### config.mk
export PLATFORM = sky130hd
export DESIGN_NAME = tdgfsm_front
export DESIGN_NICKNAME = d
export VERILOG_FILES = /design/src/rtl/tdgfsm_pkg.sv /design/src/rtl/tdgfsm_front.sv
export SDC_FILE = /design/constraint.sdc
export NUM_CORES = 1
export LEC_CHECK = 0
export BUFFER_PORTS_ARGS = -buffer_cell sky130_fd_sc_hd__buf_2
export CAP_MARGIN = 30
export CORE_ASPECT_RATIO = 1.1
export CORE_UTILIZATION = 35
export DETAILED_ROUTE_END_ITERATION = 8
export PLACE_DENSITY = 0.57
export SYNTH_ARGS = -nofsm -noshare
export SYNTH_HDL_FRONTEND = slang
export SYNTH_SLANG_ARGS = --single-unit
### constraint.sdc
create_clock -name clk_i -period 5.35 [get_ports clk_i]
set_input_delay 1.3375 -clock clk_i [delete_from_list [all_inputs] [get_ports clk_i]]
set_output_delay 1.3375 -clock clk_i [all_outputs]
set_load 0.05 [all_outputs]
### src/rtl/tdgfsm_pkg.sv
// ---------------------------------------------------------------------------
// Relay control package
// Types, codes and default sizes shared by the relay control modules.
// ---------------------------------------------------------------------------
package tdgfsm_pkg;

  localparam int NUM_GROUPS_DEF       = 8;
  localparam int NUM_RELAYS_DEF       = 8;
  localparam int STATE_DEPTH_DEF      = 64;
  localparam int TRANSITION_DEPTH_DEF = 256;

  localparam logic [15:0] END_MARK = 16'hFFFF;

  typedef enum logic [1:0] {
    OP_MESSAGE  = 2'd0,
    OP_WR_GROUP = 2'd1,
    OP_WR_STATE = 2'd2,
    OP_WR_TRANS = 2'd3
  } op_e;

  typedef enum logic [2:0] {
    CMD_MESSAGE,
    CMD_WR_GROUP,
    CMD_WR_STATE,
    CMD_WR_TRANS,
    CMD_DROP
  } cmd_kind_e;

  typedef struct packed {
    cmd_kind_e   kind;
    logic [7:0]  entry_index;
    logic [7:0]  src_device;
    logic [7:0]  src_input;
    logic [7:0]  message_type;
    logic [5:0]  target_state;
    logic [15:0] table_start;
    logic [7:0]  output_bits;
  } cmd_t;

  typedef struct packed {
    logic [15:0] start;
    logic [7:0]  mask;
  } grp_entry_t;

  typedef struct packed {
    logic [15:0] start;
    logic [7:0]  bits;
  } st_entry_t;

  typedef struct packed {
    logic [7:0] src_device;
    logic [7:0] src_input;
    logic [7:0] message_type;
    logic [5:0] target_state;
  } tr_entry_t;

endpackage

### src/rtl/tdgfsm_front.sv
// ---------------------------------------------------------------------------
// Relay control front end
// Accepts transactions, classifies them and queues them for the back end.
// ---------------------------------------------------------------------------
module tdgfsm_front #(
  parameter int NUM_GROUPS       = tdgfsm_pkg::NUM_GROUPS_DEF,
  parameter int STATE_DEPTH      = tdgfsm_pkg::STATE_DEPTH_DEF,
  parameter int TRANSITION_DEPTH = tdgfsm_pkg::TRANSITION_DEPTH_DEF
) (
  input  logic              clk_i,
  input  logic              rst_ni,
  input  logic              in_valid_i,
  output logic              in_stall_o,
  input  logic [1:0]        operation_i,
  input  logic [7:0]        entry_index_i,
  input  logic [7:0]        src_device_i,
  input  logic [7:0]        src_input_i,
  input  logic [7:0]        message_type_i,
  input  logic [5:0]        target_state_i,
  input  logic [15:0]       table_start_i,
  input  logic [7:0]        output_bits_i,
  input  logic              pop_i,
  output logic              cmd_valid_o,
  output tdgfsm_pkg::cmd_t  cmd_o
);
  import tdgfsm_pkg::*;

  cmd_t       cmd_in;
  cmd_t       fifo_q [2];
  logic       wr_ptr_q, wr_ptr_d;
  logic       rd_ptr_q, rd_ptr_d;
  logic [1:0] cnt_q, cnt_d;
  logic       push;
  logic       pop;

  always_comb begin
    cmd_in.entry_index  = entry_index_i;
    cmd_in.src_device   = src_device_i;
    cmd_in.src_input    = src_input_i;
    cmd_in.message_type = message_type_i;
    cmd_in.target_state = target_state_i;
    cmd_in.table_start  = table_start_i;
    cmd_in.output_bits  = output_bits_i;
    case (op_e'(operation_i))
      OP_MESSAGE:  cmd_in.kind = CMD_MESSAGE;
      OP_WR_GROUP: cmd_in.kind = (32'(entry_index_i) < NUM_GROUPS) ? CMD_WR_GROUP : CMD_DROP;
      OP_WR_STATE: cmd_in.kind = (32'(entry_index_i) <= STATE_DEPTH) ? CMD_WR_STATE : CMD_DROP;
      OP_WR_TRANS: cmd_in.kind = (32'(entry_index_i) < TRANSITION_DEPTH) ?
                                 CMD_WR_TRANS : CMD_DROP;
      default:     cmd_in.kind = CMD_DROP;
    endcase
  end

  assign in_stall_o  = (cnt_q == 2'd2);
  assign cmd_valid_o = (cnt_q != 2'd0);
  assign cmd_o       = fifo_q[rd_ptr_q];
  assign push        = in_valid_i && !in_stall_o;
  assign pop         = pop_i && cmd_valid_o;

  always_comb begin
    wr_ptr_d = push ? !wr_ptr_q : wr_ptr_q;
    rd_ptr_d = pop ? !rd_ptr_q : rd_ptr_q;
    cnt_d    = cnt_q + {1'b0, push} - {1'b0, pop};
  end

  always_ff @(posedge clk_i or negedge rst_ni) begin
    if (!rst_ni) begin
      wr_ptr_q <= 1'b0;
      rd_ptr_q <= 1'b0;
      cnt_q    <= 2'd0;
    end else begin
      wr_ptr_q <= wr_ptr_d;
      rd_ptr_q <= rd_ptr_d;
      cnt_q    <= cnt_d;
    end
  end

  always_ff @(posedge clk_i) begin
    if (push) begin
      fifo_q[wr_ptr_q] <= cmd_in;
    end
  end

endmodule

### After elaboration in Yosys (flattened, before gate mapping)

Memories as Yosys holds them, arrays and structs flattened.
Index checks and enable logic that the tools add are counted.

| storage, ports and cells | value |
|---|---|
| bits in registers | 4 |
| memory bits (writable) | 130 |
| bits of input ports | 68 |
| output and inout port bits | 67 |
| memories kept | 1 |

| operators by class | value |
|---|---|
| add/subtract/negate cells | 2 |
| magnitude comparators | 2 |
| equality and inequality tests | 4 |
| muxes and demuxes | 5 |
| reductions and logical operators | 7 |

Memory list:

| name | words | bits a word | rd ports | clocked after Yosys merged registers in | wr ports | RTL line | RTL |
|---|---|---|---|---|---|---|---|
| fifo_q | 2 | 65 | 1 | 0 | 1 | tdgfsm_front.sv:29 | `cmd_t fifo_q [2];` |

Operators by type and width:

| kind | number |
|---|---|
| 3-bit one-hot mux with 4 select lines | 1 |
| 8-bit by 7-bit <= comparator with 1-bit output (second input constant) | 1 |
| 8-bit by 4-bit < comparator with 1-bit output (second input constant) | 1 |
| 2-bit equality test (second input constant) | 3 |
| 3-bit two-way mux | 2 |
| 1-bit zero test | 3 |
| 2-bit by 1-bit adder with 2-bit output | 1 |
| 2-bit by 1-bit equality test with 1-bit output (second input constant) | 1 |
| 1-bit logical AND | 2 |
| 2-bit zero test | 1 |
| 1-bit two-way mux | 2 |
| 2-bit nonzero test | 1 |
| 2-bit by 1-bit subtractor with 2-bit output | 1 |

### Logic depth before layout (Yosys ltp)

| logic depth | value |
|---|---|
| depth after elaboration | 5 |
| gate-level depth with buffers | 7 |
| gate-level depth less buffers | 7 |

### Worst setup path before layout

No wires, ideal clock.

| path | value |
|---|---|
| path kind | input port to flip-flop |
| start | input port in_valid_i |
| end | memory fifo_q[0][0] (netlist name) (enable) |
| library setup time | 0.488 ns |
| arrival time | 4.149 ns |
| data required time | 4.862 ns |
| slack | 0.713 ns |
| cell stages on the path | 2 |
| path buffers | 0 |
| cells stage by stage | nand2_1 > nor2_1 |

| on the way | value |
|---|---|
| cells in the longest elaborated chain, start to end | 3 |

Ends and longest elaborated chain:

| item | RTL line | RTL |
|---|---|---|
| start: declaration | tdgfsm_front.sv:12 | `input logic in_valid_i,` |
| 1-bit logical AND | tdgfsm_front.sv:57 | `assign push = in_valid_i && !in_stall_o;` |
| 1-bit two-way mux | tdgfsm_front.sv:79 | `if (push) begin` |
| 1-bit two-way mux (implied by the code) | tdgfsm_front.sv:80 | `fifo_q[wr_ptr_q] <= cmd_in;` |
| end: declaration | tdgfsm_front.sv:29 |  |

No other way between the ends.

==> run metrics <==
outcome=finished, final reports clean; Synthesized Nets=between 300 and 400; DR pass1 iterations=4; die area=14800 um^2; Core Area=~14000 um^2; H-tree Lvls=4; global-route wire length before repair=around 14000 um; Setup violations, final=0; Final Cycle Share=0.678; First DRT Iteration DRCs=between 100 and 150; Worst VDD drop=0.387 mV; global route overflow=0; pwr/cell area=~660 nW/um^2; final layout net count=about 460; gpl congestion=0.713; reg2reg start=cnt_q[1]$_DFF_PN0_; placed cell areas=roughly 5900 um^2; final hold violations=0; Synth Area in Simple Gates=0.0178; Worst EP arrival=approximately 2.3 ns; Worst Setup SP=rd_ptr_q$_DFFE_PN0P_; I/O pin cnt=135; share of post-route cells with drive strength above 1=0.582; worst slew pin tran=roughly 0.80 ns; Design Area, Final=between 6000 and 7000 um^2; switching share of power=0.397; reg2reg setup slack=around 3.6 ns; Port-buffer cells=about 130; CP max-delay cell=dfrtp_2; Adder-Cell Fraction of Synth Area=0.00501; pin count of the biggest net entering global routing=66; Async SR Flop Fraction=0.0299; DRC violations left=0; Initial Utilization=0.361; final WL=9030 um; Primary FF master, synth=edfxtp_1; Yosys reg bits=134; xor/xnor share of the synthesized area=0.00701; setup bufs post-CTS=0; P_int=about 2600 uW; HP Class=reg2reg; vias in the first global route=between 2000 and 3000; setup TNS=0 ns; crit path capture=cmd_o[43]; RSZ-0062 raised after global routing=false; met2 Usage GRT=0.195; sequential share of power=0.361; area share of the largest cell type after synthesis=0.782; Avg Cell Area, Syn=between 20 and 25 um^2; LEAKAGE=0.00242 uW; max_cap viols=0; Top Family by Delay on Critical Path=flip-flops; yosys warns=0; ANT cells=0; CTS tree=yes; CP max FO=33; CTS Hold Bufs=0; Required @ worst endpoint=about 4 ns; main combinational cell family by area after synthesis=multiplexers; DP HPWL=~5800 um; met1 usage=0.164; Root Driver=clkbuf_16; GRT busiest layer=met2; Tot Pwr=4260 uW; Yosys cell types=24; post-route insts no fill=585; Fin Hold WS=roughly 0.50 ns; Worst setup EP type=output pin; placed cell count=between 500 and 600; startpoint types=register; clk_lat worst skew=between 0.4 and 0.5 ns; Die Height=approximately 130 um; per-cell routed wire length=15.4 um; Die W=116 um; Layout area overhead=29.4%; met3 Track Usage GR=0.0588; Total GRT Usage=0.132; top cells by area, synth=edfxtp_1 (78%), mux2_2 (14%), dfrtp_1 (2.0%); vias per inst=4.39; standard-cell rows=45; clock power share=0.251; detailed-route via count=approximately 2600; instance count of the mapped netlist=between 200 and 250; clock sinks=between 100 and 150; Comb power frac=0.388; worst r2r path cells=7; synthesized area=4990 um^2; CP Cell Sequence=buf_4, mux2_2, buf_2; Post-synth EDFFs=between 100 and 150; initial antenna violation count=0; CTS buffer count=17; Routed Antenna Nets=0; reg-to-reg critical path endpoint=cnt_q[1]$_DFF_PN0_; mux share of post-synthesis cell area=0.147; crit path time final=about 3.6 ns; largest area contributor in the netlist=edfxtp_1; WP depth=3; Synth Area in Compound Gates=0.00726; WP buf/inv=2; WS Path Type=reg2out; Clock Tree Buf Depth=2; Achievable Freq=roughly 280 MHz; cts repair resizes=0; Slew Limit Headroom=0.468; sequential share of the synthesized area=0.802; max incr delay on CP=between 0.8 and 0.9 ns; Final Max Slew Viols=0; Net Switching=roughly 1700 uW; Clock transition at path regs=around 0.060 ns; Max Clock Skew=0.00888 ns
## routing by layer
metal,wire (um),vias to the layer above,share of wire
met2,4270,84,0.47
met3,550,11,0.061
met4,136,0,0.015
li1,-,1229,-
met1,4080,1246,0.45
met5,0,-,0
## worst min path at each step
stage,slack [ns],startpoint,depth (start not counted),end
2_1_floorplan,0.46,cnt_q[1]$_DFF_PN0_,1,cnt_q[1]$_DFF_PN0_
3_3_place_gp,0.48,cnt_q[1]$_DFF_PN0_,1,cnt_q[1]$_DFF_PN0_
3_5_place_dp,0.49,cnt_q[1]$_DFF_PN0_,1,cnt_q[1]$_DFF_PN0_
4_1_cts,0.50,cnt_q[1]$_DFF_PN0_,1,cnt_q[1]$_DFF_PN0_
5_1_grt,0.54,cnt_q[1]$_DFF_PN0_,1,cnt_q[1]$_DFF_PN0_
6_report,0.50,cnt_q[1]$_DFF_PN0_,1,cnt_q[1]$_DFF_PN0_
## kinds of logic after synthesis
logic type	count (synthesis)
DFF	134
muxes	65
and+or+nand+nor	13
buffers and inverters	10
AOI/OAI and AO/OA	5
xor gates and xnor gates	4
adders and majority gates	2
## final cells by class
class | instances | area (um^2)
Tap cell | 188 | 235
Timing Repair Buffer | 140 | 741
Inverter | 3 | 11.3
Sequential cell | 134 | 4010
Clock inverter | 14 | 118
Multi-Input combinational cell | 89 | 930
Fill cell | 1250 | 7390
Clock buffer | 17 | 425
## registers in the layout, indices dropped and copies added, names as in the netlist
register  flops
cnt_q         2
fifo_q      130
rd_ptr_q      1
wr_ptr_q      1
## layout by cell type, fill, tap and decap left out
cell type / instances
a211oi_1: 2
a21boi_1: 1
a21oi_1: 1
and2_4: 1
and3_4: 1
buf_12: 2
buf_2: 134
buf_4: 4
bufinv_16: 2
clkbuf_16: 17
clkinv_1: 6
clkinv_2: 4
clkinvlp_4: 2
dfrtp_1: 3
dfrtp_2: 1
edfxtp_1: 130
ha_1: 2
inv_1: 3
mux2_1: 5
mux2_2: 60
nand2_1: 1
nand2b_1: 2
nor2_1: 3
nor2_4: 1
nor2b_1: 1
nor4_4: 1
nor4b_1: 1
o22a_1: 1
or2_2: 1
xnor2_1: 3
xor2_1: 1
## cell usage after synthesis, drive strengths merged (2+ instances only)
library cell / instances
nor2: 4
edfxtp: 130
mux2: 65
nand2b: 2
a211oi: 2
ha: 2
dfrtp: 4
inv: 3
xnor2: 3
buf: 7
## power by group through the flow
| stage | combinational, uW | sequential [uW] | clock [uW] |
|---|---|---|---|
| 3_5_place_dp | 1660 | 1570 | 0 |
| 2_1_floorplan | 1360 | 1510 | 0 |
| 3_3_place_gp | 1640 | 1560 | 0 |
| 4_1_cts | 1670 | 1550 | 1100 |
| 5_1_grt | 1740 | 1570 | 1140 |
| 6_report | 1650 | 1540 | 1070 |
## stage by stage
| stage | utilization | worst slack (ns) |
|---|---|---|
| 2_1_floorplan | - | 0.713 |
| 5_1_grt | 0.467 | 1.55 |
| 6_report | 0.467 | 1.72 |
| 4_1_cts | 0.465 | 1.64 |
| 3_3_place_gp | 0.425 | 2.10 |
| 3_5_place_dp | 0.426 | 2.09 |
Power figures use the tool's default switching activity.
